### config.mk
export PLATFORM = sky130hd
export DESIGN_NAME = dxt_block_decoder_top
export DESIGN_NICKNAME = d
export VERILOG_FILES = /design/src/rtl/core/dxt_pkg.sv /design/src/rtl/core/dxt_front.sv /design/src/rtl/core/dxt_fifo.sv /design/src/rtl/core/dxt_back.sv /design/src/rtl/core/dxt_block_decoder_top.sv
export SDC_FILE = /design/constraint.sdc
export NUM_CORES = 2
export LEC_CHECK = 0
export BUFFER_PORTS_ARGS = -buffer_cell sky130_fd_sc_hd__buf_2
export CAP_MARGIN = 20
export CORE_UTILIZATION = 40
export CTS_BUF_LIST = sky130_fd_sc_hd__clkbuf_4
export DETAILED_ROUTE_END_ITERATION = 7
export GPL_ROUTABILITY_DRIVEN = 0
export PLACE_DENSITY_LB_ADDON = 0.1
export SYNTH_ARGS = -nofsm -noshare
export SYNTH_HDL_FRONTEND = slang
export SYNTH_SLANG_ARGS = --single-unit
export TNS_END_PERCENT = 100
### constraint.sdc
create_clock -name clk -period 15.4 [get_ports clk]
set_input_delay 2.31 -clock clk [delete_from_list [all_inputs] [get_ports clk]]
set_output_delay 2.31 -clock clk [all_outputs]
set_load 0.01 [all_outputs]
### src/rtl/core/dxt_pkg.sv
`timescale 1ns / 1ps
// ----------------------------------------------------------------------------
// DXT decoder package
// Types, codes and constant-divide helpers shared by the decoder modules.
// ----------------------------------------------------------------------------
package dxt_pkg;

	localparam int CFG_IDX_W  = 2;
	localparam int CFG_DATA_W = 13;

	// Configuration register indexes.
	localparam logic [CFG_IDX_W-1:0] CFG_BLOCK_FORMAT = 2'd0;
	localparam logic [CFG_IDX_W-1:0] CFG_TRANSPARENT  = 2'd1;
	localparam logic [CFG_IDX_W-1:0] CFG_IMAGE_WIDTH  = 2'd2;

	// Block formats.
	localparam logic [1:0] FMT_DXT1 = 2'd0;
	localparam logic [1:0] FMT_DXT3 = 2'd1;
	localparam logic [1:0] FMT_DXT5 = 2'd2;

	localparam int PIX_CNT_W = 4;
	localparam int ADDR_W    = 24;

	typedef struct packed {
		logic [1:0] fmt;
		logic       trans_en;
	} dxt_cfg_t;

	// One decoded block as it waits between the front and back ends.
	typedef struct packed {
		logic [3:0][23:0]  pal;
		logic [7:0][7:0]   atab;
		logic [31:0]       cidx;
		logic [63:0]       abits;
		logic [1:0]        fmt;
		logic              trans;
		logic [ADDR_W-1:0] base;
	} dxt_entry_t;

	// RGB565 to packed {B,G,R} eight bits each, by bit replication.
	function automatic logic [23:0] widen565(input logic [15:0] c);
		logic [7:0] r;
		logic [7:0] g;
		logic [7:0] b;
		r = {c[15:11], c[15:13]};
		g = {c[10:5], c[10:9]};
		b = {c[4:0], c[4:2]};
		return {b, g, r};
	endfunction

	// x / 3 for x below 768.
	function automatic logic [7:0] div3(input logic [9:0] x);
		logic [21:0] m;
		m = 22'(x) * 22'd2731;
		return m[20:13];
	endfunction

	// x / 7 for x below 1792.
	function automatic logic [7:0] div7(input logic [10:0] x);
		logic [21:0] m;
		m = 22'(x) * 22'd2341;
		return m[21:14];
	endfunction

	// x / 5 for x below 1280.
	function automatic logic [7:0] div5(input logic [10:0] x);
		logic [21:0] m;
		m = 22'(x) * 22'd1639;
		return m[20:13];
	endfunction

endpackage

### src/rtl/core/dxt_front.sv
`timescale 1ns / 1ps
// ----------------------------------------------------------------------------
// DXT decoder front end
// Takes blocks, builds colour palette, alpha table and base address.
// ----------------------------------------------------------------------------
module dxt_front #(
	parameter int WIDTH_W = 13
) (
	input  logic                clk,
	input  logic                arst_n,
	input  logic                in_valid,
	output logic                in_ready,
	input  logic [63:0]         color_block,
	input  logic [63:0]         alpha_block,
	input  logic [11:0]         block_x,
	input  logic [11:0]         block_y,
	input  dxt_pkg::dxt_cfg_t   cfg,
	input  logic [WIDTH_W-1:0]  width,
	output logic                push,
	output dxt_pkg::dxt_entry_t push_data,
	input  logic                full
);
	import dxt_pkg::*;

	localparam int PROD_W = 12 + WIDTH_W;

	// Stage 1: registered request.
	logic        s1_v_q;
	logic [63:0] color_s1;
	logic [63:0] alpha_s1;
	logic [11:0] bx_s1;
	logic [11:0] by_s1;

	// Stage 2: numerators ready for the constant dividers.
	logic                 s2_v_q;
	logic [1:0][23:0]     pal01_s2;
	logic [2:0][9:0]      n2_s2;
	logic [2:0][9:0]      n3_s2;
	logic                 four_s2;
	logic [7:0]           a0_s2;
	logic [7:0]           a1_s2;
	logic                 gt_s2;
	logic [5:0][10:0]     anum_s2;
	logic [31:0]          cidx_s2;
	logic [63:0]          abits_s2;
	logic [1:0]           fmt_s2;
	logic                 trans_s2;
	logic [ADDR_W-1:0]    base_s2;

	logic                 s1_go;
	logic                 in_fire;
	logic [1:0]           fmt_c;
	logic [15:0]          e0;
	logic [15:0]          e1;
	logic                 four_c;
	logic [23:0]          w0;
	logic [23:0]          w1;
	logic [2:0][9:0]      n2_c;
	logic [2:0][9:0]      n3_c;
	logic [7:0]           a0_c;
	logic [7:0]           a1_c;
	logic                 gt_c;
	logic [5:0][10:0]     anum_c;
	logic [PROD_W-1:0]    prod_c;
	logic [ADDR_W-1:0]    base_c;
	logic [7:0]           pa;
	logic [7:0]           pb;

	assign push     = s2_v_q && !full;
	assign s1_go    = !s2_v_q || push;
	assign in_ready = !s1_v_q || s1_go;
	assign in_fire  = in_valid && in_ready;

	// Unused format code decodes as DXT1.
	assign fmt_c = (cfg.fmt == FMT_DXT3 || cfg.fmt == FMT_DXT5) ? cfg.fmt : FMT_DXT1;

	always_comb begin
		e0     = color_s1[15:0];
		e1     = color_s1[31:16];
		four_c = (fmt_c == FMT_DXT5) || (e0 > e1);
		w0     = widen565(e0);
		w1     = widen565(e1);
		for (int c = 0; c < 3; c++) begin
			pa = w0[8*c +: 8];
			pb = w1[8*c +: 8];
			if (four_c) begin
				n2_c[c] = ({2'b00, pa} << 1) + {2'b00, pb};
				n3_c[c] = {2'b00, pa} + ({2'b00, pb} << 1);
			end else begin
				n2_c[c] = 10'(({1'b0, pa} + {1'b0, pb}) >> 1);
				n3_c[c] = 10'd0;
			end
		end
		a0_c = alpha_s1[7:0];
		a1_c = alpha_s1[15:8];
		gt_c = a0_c > a1_c;
		for (int k = 1; k <= 6; k++) begin
			if (gt_c) begin
				anum_c[k-1] = 11'(7 - k) * {3'b000, a0_c} + 11'(k) * {3'b000, a1_c};
			end else if (k <= 4) begin
				anum_c[k-1] = 11'(5 - k) * {3'b000, a0_c} + 11'(k) * {3'b000, a1_c};
			end else begin
				anum_c[k-1] = 11'd0;
			end
		end
		prod_c = PROD_W'(by_s1) * PROD_W'(width);
		base_c = prod_c[ADDR_W-1:0] + ADDR_W'(bx_s1);
	end

	always_ff @(posedge clk or negedge arst_n) begin
		if (!arst_n) begin
			s1_v_q <= 1'b0;
			s2_v_q <= 1'b0;
		end else begin
			if (in_fire) begin
				s1_v_q <= 1'b1;
			end else if (s1_go) begin
				s1_v_q <= 1'b0;
			end
			if (s1_v_q && s1_go) begin
				s2_v_q <= 1'b1;
			end else if (push) begin
				s2_v_q <= 1'b0;
			end
		end
	end

	always_ff @(posedge clk) begin
		if (in_fire) begin
			color_s1 <= color_block;
			alpha_s1 <= alpha_block;
			bx_s1    <= block_x;
			by_s1    <= block_y;
		end
		if (s1_v_q && s1_go) begin
			pal01_s2 <= {w1, w0};
			n2_s2    <= n2_c;
			n3_s2    <= n3_c;
			four_s2  <= four_c;
			a0_s2    <= a0_c;
			a1_s2    <= a1_c;
			gt_s2    <= gt_c;
			anum_s2  <= anum_c;
			cidx_s2  <= color_s1[63:32];
			abits_s2 <= alpha_s1;
			fmt_s2   <= fmt_c;
			trans_s2 <= !four_c && cfg.trans_en;
			base_s2  <= base_c;
		end
	end

	// Final divides by three, five and seven as reciprocal multiplies.
	always_comb begin
		push_data.pal[0] = pal01_s2[0];
		push_data.pal[1] = pal01_s2[1];
		for (int c = 0; c < 3; c++) begin
			if (four_s2) begin
				push_data.pal[2][8*c +: 8] = div3(n2_s2[c]);
				push_data.pal[3][8*c +: 8] = div3(n3_s2[c]);
			end else begin
				push_data.pal[2][8*c +: 8] = n2_s2[c][7:0];
				push_data.pal[3][8*c +: 8] = 8'd0;
			end
		end
		push_data.atab[0] = a0_s2;
		push_data.atab[1] = a1_s2;
		for (int k = 1; k <= 6; k++) begin
			if (gt_s2) begin
				push_data.atab[k+1] = div7(anum_s2[k-1]);
			end else if (k <= 4) begin
				push_data.atab[k+1] = div5(anum_s2[k-1]);
			end else if (k == 5) begin
				push_data.atab[k+1] = 8'd0;
			end else begin
				push_data.atab[k+1] = 8'd255;
			end
		end
		push_data.cidx  = cidx_s2;
		push_data.abits = abits_s2;
		push_data.fmt   = fmt_s2;
		push_data.trans = trans_s2;
		push_data.base  = base_s2;
	end

endmodule

### src/rtl/core/dxt_fifo.sv
`timescale 1ns / 1ps
// ----------------------------------------------------------------------------
// DXT decoder block queue
// Two-entry queue of decoded blocks between the front and back ends.
// ----------------------------------------------------------------------------
module dxt_fifo (
	input  logic                clk,
	input  logic                arst_n,
	input  logic                push,
	input  dxt_pkg::dxt_entry_t din,
	output logic                full,
	input  logic                pop,
	output dxt_pkg::dxt_entry_t dout,
	output logic                empty
);
	import dxt_pkg::*;

	dxt_entry_t mem_q [2];
	logic       wptr_q;
	logic       rptr_q;
	logic [1:0] cnt_q;

	assign full  = cnt_q == 2'd2;
	assign empty = cnt_q == 2'd0;
	assign dout  = mem_q[rptr_q];

	always_ff @(posedge clk or negedge arst_n) begin
		if (!arst_n) begin
			wptr_q <= 1'b0;
			rptr_q <= 1'b0;
			cnt_q  <= 2'd0;
		end else begin
			if (push) begin
				wptr_q <= !wptr_q;
			end
			if (pop) begin
				rptr_q <= !rptr_q;
			end
			if (push && !pop) begin
				cnt_q <= cnt_q + 2'd1;
			end else if (pop && !push) begin
				cnt_q <= cnt_q - 2'd1;
			end
		end
	end

	always_ff @(posedge clk) begin
		if (push) begin
			mem_q[wptr_q] <= din;
		end
	end

endmodule

### src/rtl/core/dxt_back.sv
`timescale 1ns / 1ps
// ----------------------------------------------------------------------------
// DXT decoder back end
// Walks a queued block into the output register, one pixel per unstalled cycle.
// ----------------------------------------------------------------------------
module dxt_back #(
	parameter int WIDTH_W = 13
) (
	input  logic                clk,
	input  logic                arst_n,
	input  dxt_pkg::dxt_entry_t head,
	input  logic                head_valid,
	output logic                pop,
	input  logic [WIDTH_W-1:0]  width,
	output logic                out_valid,
	input  logic                out_ready,
	output logic [31:0]         pixel_rgba,
	output logic [23:0]         pixel_address,
	output logic                last_pixel,
	output logic                zero_alpha_seen,
	output logic                partial_alpha_seen
);
	import dxt_pkg::*;

	localparam int ROW_W = WIDTH_W + 2;

	logic [PIX_CNT_W-1:0] cnt_q;
	logic                 zero_q;
	logic                 part_q;
	logic                 out_valid_q;

	logic                 fire;
	logic                 last_c;
	logic [1:0]           ci;
	logic [5:0]           apos;
	logic [2:0]           aidx;
	logic [3:0]           nib;
	logic [7:0]           alpha;
	logic                 zero_now;
	logic                 part_now;
	logic [ROW_W-1:0]     row_off;
	logic [ADDR_W-1:0]    addr_c;

	assign out_valid = out_valid_q;
	assign fire      = head_valid && (!out_valid_q || out_ready);
	assign last_c    = cnt_q == PIX_CNT_W'(15);
	assign pop       = fire && last_c;

	always_comb begin
		ci   = head.cidx[{cnt_q, 1'b0} +: 2];
		apos = 6'd16 + 6'(cnt_q) * 6'd3;
		aidx = head.abits[apos +: 3];
		nib  = head.abits[{cnt_q, 2'b00} +: 4];
		unique case (head.fmt)
			FMT_DXT5: alpha = head.atab[aidx];
			FMT_DXT3: alpha = {nib, nib};
			default:  alpha = 8'd255;
		endcase
		if (head.trans && ci == 2'd3) begin
			alpha = 8'd0;
		end
		zero_now = alpha == 8'd0;
		part_now = alpha != 8'd0 && alpha != 8'd255;
		row_off  = ROW_W'(cnt_q[3:2]) * ROW_W'(width);
		addr_c   = head.base + ADDR_W'(row_off) + ADDR_W'(cnt_q[1:0]);
	end

	always_ff @(posedge clk or negedge arst_n) begin
		if (!arst_n) begin
			cnt_q       <= '0;
			zero_q      <= 1'b0;
			part_q      <= 1'b0;
			out_valid_q <= 1'b0;
		end else begin
			if (fire) begin
				out_valid_q <= 1'b1;
				cnt_q       <= cnt_q + PIX_CNT_W'(1);
				zero_q      <= last_c ? 1'b0 : (zero_q || zero_now);
				part_q      <= last_c ? 1'b0 : (part_q || part_now);
			end else if (out_ready) begin
				out_valid_q <= 1'b0;
			end
		end
	end

	always_ff @(posedge clk) begin
		if (fire) begin
			pixel_rgba         <= {alpha, head.pal[ci]};
			pixel_address      <= addr_c;
			last_pixel         <= last_c;
			zero_alpha_seen    <= last_c && (zero_q || zero_now);
			partial_alpha_seen <= last_c && (part_q || part_now);
		end
	end

endmodule

### src/rtl/core/dxt_block_decoder_top.sv
`timescale 1ns / 1ps
// ----------------------------------------------------------------------------
// DXT block decoder
// Decompresses DXT1, DXT3 and DXT5 4x4 blocks into sixteen RGBA8888 pixels.
// ----------------------------------------------------------------------------
//
//   Channel  Handshake              Carries
//   -------  ---------------------  -------------------------------------------
//   in       in_valid / in_ready    color_block, alpha_block, block_x, block_y
//   out      out_valid / out_ready  pixel_rgba, pixel_address, last_pixel, flags
//   cfg      cfg_valid / cfg_ready  cfg_index, cfg_data
//
// Each block gives sixteen pixels, one per cycle while a block is queued and
// the output is not stalled, from the single output register of the back end.
// A request passes the two front-end stages and the queue to reach it. Reset
// clears the pipeline valids, the queue and the configuration registers; no
// clearing pass is needed. When out_ready is low the pixel is held, and the
// front end takes requests until its two stages and the two-entry queue fill.
//
module dxt_block_decoder_top #(
	parameter int MAX_IMAGE_DIM = 4096
) (
	input  logic                           clk,
	input  logic                           arst_n,
	input  logic                           in_valid,
	output logic                           in_ready,
	input  logic [63:0]                    color_block,
	input  logic [63:0]                    alpha_block,
	input  logic [11:0]                    block_x,
	input  logic [11:0]                    block_y,
	output logic                           out_valid,
	input  logic                           out_ready,
	output logic [31:0]                    pixel_rgba,
	output logic [23:0]                    pixel_address,
	output logic                           last_pixel,
	output logic                           zero_alpha_seen,
	output logic                           partial_alpha_seen,
	input  logic                           cfg_valid,
	output logic                           cfg_ready,
	input  logic [dxt_pkg::CFG_IDX_W-1:0]  cfg_index,
	input  logic [dxt_pkg::CFG_DATA_W-1:0] cfg_data
);
	import dxt_pkg::*;

	// The width register must hold the reset value even where that exceeds
	// what a configuration write can store.
	localparam int DIM_W = $clog2(MAX_IMAGE_DIM + 1);
	localparam int WW    = (DIM_W > CFG_DATA_W) ? DIM_W : CFG_DATA_W;

	logic [1:0]    block_format_q;
	logic          trans_en_q;
	logic [WW-1:0] image_width_q;
	logic [WW-1:0] width_eff;
	dxt_cfg_t      cfg;

	logic          push;
	logic          full;
	logic          pop;
	logic          empty;
	dxt_entry_t    push_data;
	dxt_entry_t    head;

	// The configuration port never stalls.
	assign cfg_ready = 1'b1;

	always_ff @(posedge clk or negedge arst_n) begin
		if (!arst_n) begin
			block_format_q <= FMT_DXT1;
			trans_en_q     <= 1'b0;
			image_width_q  <= WW'(MAX_IMAGE_DIM);
		end else if (cfg_valid) begin
			unique case (cfg_index)
				CFG_BLOCK_FORMAT: block_format_q <= cfg_data[1:0];
				CFG_TRANSPARENT:  trans_en_q     <= cfg_data[0];
				CFG_IMAGE_WIDTH:  image_width_q  <= WW'(cfg_data);
				default: ;
			endcase
		end
	end

	// A stride wider than the largest image is used as the largest image.
	assign width_eff = (image_width_q > WW'(MAX_IMAGE_DIM)) ? WW'(MAX_IMAGE_DIM)
		: image_width_q;

	assign cfg.fmt      = block_format_q;
	assign cfg.trans_en = trans_en_q;

	// Front end: registers the request, then builds the palette, the alpha
	// table and the block's base address over two stages.
	dxt_front #(
		.WIDTH_W (WW)
	) u_front (
		.clk         (clk),
		.arst_n      (arst_n),
		.in_valid    (in_valid),
		.in_ready    (in_ready),
		.color_block (color_block),
		.alpha_block (alpha_block),
		.block_x     (block_x),
		.block_y     (block_y),
		.cfg         (cfg),
		.width       (width_eff),
		.push        (push),
		.push_data   (push_data),
		.full        (full)
	);

	// Decoded blocks wait here so that a stalled output does not stop the
	// front end at once.
	dxt_fifo u_fifo (
		.clk    (clk),
		.arst_n (arst_n),
		.push   (push),
		.din    (push_data),
		.full   (full),
		.pop    (pop),
		.dout   (head),
		.empty  (empty)
	);

	// Back end: picks palette entry and alpha for each pixel in turn and
	// releases the queue entry with the sixteenth pixel.
	dxt_back #(
		.WIDTH_W (WW)
	) u_back (
		.clk                (clk),
		.arst_n             (arst_n),
		.head               (head),
		.head_valid         (!empty),
		.pop                (pop),
		.width              (width_eff),
		.out_valid          (out_valid),
		.out_ready          (out_ready),
		.pixel_rgba         (pixel_rgba),
		.pixel_address      (pixel_address),
		.last_pixel         (last_pixel),
		.zero_alpha_seen    (zero_alpha_seen),
		.partial_alpha_seen (partial_alpha_seen)
	);

endmodule

==> results.json <==
{
  "synth_top_area_frac": 0.3722,
  "worst-setup-path-type": "flip-flop to flip-flop",
  "clk_pin_slew_worst_paths_ps": 60,
  "layout-drive-gt1-share": 0.1419,
  "synth-edff-count": 992,
  "grtUsageMet1": 0.2716,
  "met2_usage": 0.3155,
  "die_area_um2": 201900,
  "fmax_mhz": 139.6,
  "status": "complete, no violations",
  "path_delay_family": "compound AO/OA/AOI/OAI gates",
  "hold_class": "flip-flop to flip-flop",
  "finalClockSkew_ps": 139.9,
  "num_io_pins": 234,
  "die_y_um": 449.3,
  "numClockSinks": 1021,
  "cts_tree": "yes",
  "dr.pass1.iters": 6,
  "ys_warn_count": 0,
  "ant_nets": 0,
  "synth_top_family_by_area": "adder cells",
  "worst_pin_slew_ps": 1056,
  "netlist_area_um2": 80030,
  "htree_levels": 5,
  "rsz0062_at_grt": "no",
  "ys_ff_latch": 1021,
  "required_ps": 16430,
  "hold_buffers": 0,
  "reg2reg_to": "u_front.base_s2[23]",
  "via_per_inst": 5.023,
  "globalRouteMet3Util": 0.02849,
  "synthDistinctLibCells": 88,
  "drt_iter0_drc": 2417,
  "core-area_um2": 198000,
  "setup_viol": 0,
  "r2r_cells": 26,
  "grt.total_usage": 0.1954,
  "area_growth_pct": 10.03,
  "cts_made_buffers": 306,
  "seq_area_frac_synth": 0.3813,
  "die-width_um": 449.3,
  "r2r-start": "image_width_q[12]",
  "drc_errors": 0,
  "cp_max_fo": 27,
  "min_period_over_period": 0.4653,
  "synth_xor_area_frac": 0.03294,
  "whs_ps": 333.8,
  "via_count": 49090,
  "synth_flop_cell": "edfxtp_1",
  "cp-end-kind": "flip-flop",
  "synthTopCellsByCount": "ha_1, inv_1, edfxtp_1",
  "postCtsSetupRepairBufs": 0,
  "arrival_ps": 8190,
  "dp_hpwl_um": 147100,
  "yosys.area.top_type": "edfxtp_1",
  "rrSetupSlack_ps": 8230,
  "grt-busiest-layer": "met2",
  "synth_cells": 6448,
  "cp_slowest_cell": "dfstp_2",
  "clk_latency_ps": 1320,
  "critPathLaunchType": "flip-flop",
  "critPathLaunch": "image_width_q[12]",
  "relSlewSlack": 0.2955,
  "cp-endpoint": "u_front.base_s2[23]",
  "syn_area_per_cell_um2": 12.41,
  "grt_max_degree": 119,
  "antenna_found_initial": 9,
  "ys_top_cells_by_area": "edfxtp_1, ha_1, fa_1",
  "setup_tns_ps": 0,
  "synth.most_common_cell": "ha_1",
  "cts_root_buffer": "clkbuf_4",
  "synth_compound_area_frac": 0.05624,
  "cts_max_path_buffers": 4,
  "initial_core_util": 0.4041,
  "maxSlewViolCount": 0,
  "cap_violations": 0,
  "cp_slowest_stage_delay_ps": 840,
  "cp.depth": 26,
  "synth_fa_ha_area_frac": 0.3366,
  "cts_resized": 0,
  "grt_pass1_wl_um": 305900,
  "floorplan.rows": 163,
  "timing.critical_path.buf_inv": 5,
  "synth_fp_nets": 8436,
  "async_flop_share": 0.02840,
  "fin_crit_ps": 7165,
  "synthMuxAreaShare": 0.07042,
  "nets": 8911,
  "overflow": 0,
  "grt_pass1_vias": 52699,
  "wirelength_um": 193700,
  "wl_per_cell_um": 19.82,
  "io_buffers": 232,
  "synthSimpleGateAreaFrac": 0.06185,
  "finalHoldViolations": 0
}
sequential cells by signal, indices dropped and copies added, names as in the netlist, 2 cells and up:
register,cells
block_format_q,2
image_width_q,13
u_back.cnt_q,4
u_back.pixel_address,24
u_back.pixel_rgba,32
u_fifo.cnt_q,2
u_fifo.mem_q,502
u_front.abits_s2,64
u_front.alpha_s1,64
u_front.anum_s2,62
u_front.base_s2,24
u_front.bx_s1,12
u_front.by_s1,12
u_front.cidx_s2,32
u_front.color_s1,64
u_front.fmt_s2,2
u_front.n2_s2,30
u_front.n3_s2,30
u_front.push_data,32
per-layer routing:
layer,share of wire,wire length (µm)
met5,0.00014,27
met3,0.034,6680
met2,0.46,89820
met4,0.025,4824
met1,0.48,92310
metrics by stage:
stage / utilization / instances / instance area [µm²] / setup slack, ps
2_1_floorplan: - / 6448 / 80030 / 3506
3_3_place_gp: 0.4262 / 9254 / 84410 / 8249
3_5_place_dp: 0.4262 / 9254 / 84410 / 8161
4_1_cts: 0.4444 / 9764 / 88010 / 8138
5_1_grt: 0.4446 / 9772 / 88050 / 7744
6_report: 0.4446 / 9773 / 88050 / 8235
cells in the final DEF, fill, tap and decap left out, drive strengths merged, types with 16 or more instances in the layout:
cell type  count
mux2i        128
ha          1255
a21o          62
nand4         16
nor2         271
mux4         163
nand3         58
and2         107
fa           561
xnor2        219
inv         1110
a22oi         18
buf          300
edfxtp       992
or3           28
nand2        241
clkbuf       434
a31oi         21
and3          26
xor2          82
clkinv        71
a21oi        225
mux2          58
o21ai        156
o21bai        53
nor3          88
nor2b         77
o21a          39
nand2b        47
dfrtp         28
kinds of logic (layout without fill, tap and decap cells):
| logic type | Yosys count | in the layout |
|---|---|---|
| AOI/OAI and AO/OA | 711 | 711 |
| xor gates and xnor gates | 301 | 301 |
| adders and majority gates | 1816 | 1816 |
| buffers and inverters | 1242 | 1919 |
| DFF | 1021 | 1021 |
| muxes | 349 | 349 |
| other | 1 | 9 |
| and+or+nand+nor | 1007 | 1007 |
final cells by class:
cell class	count	area, µm²
multi-input cells	4185	44740
well taps	2640	3303
inverters	1109	4163
flip-flops and latches	1021	30520
fillers	18491	110000
clock buffers	434	3258
repair buffers	300	1697
clock inverters	76	347.8
diodes	8	20.02
worst min-delay path by stage:
| stage | start | cells past startpoint | slack [ps] | to |
|---|---|---|---|---|
| 3_5_place_dp | u_front.alpha_s1[24] | 0 | 400 | u_front.abits_s2[24] |
| 3_3_place_gp | u_front.color_s1[50] | 0 | 400 | u_front.cidx_s2[18] |
| 4_1_cts | u_front.alpha_s1[25] | 0 | 350 | u_front.abits_s2[25] |
| 5_1_grt | u_front.alpha_s1[25] | 0 | 350 | u_front.abits_s2[25] |
| 6_report | u_front.alpha_s1[24] | 0 | 330 | u_front.abits_s2[24] |
| 2_1_floorplan | u_front.alpha_s1[16] | 0 | 400 | u_front.abits_s2[16] |
Power is not shown: default switching activity piles up to over one toggle a cycle in this logic, so the estimate is an artifact.
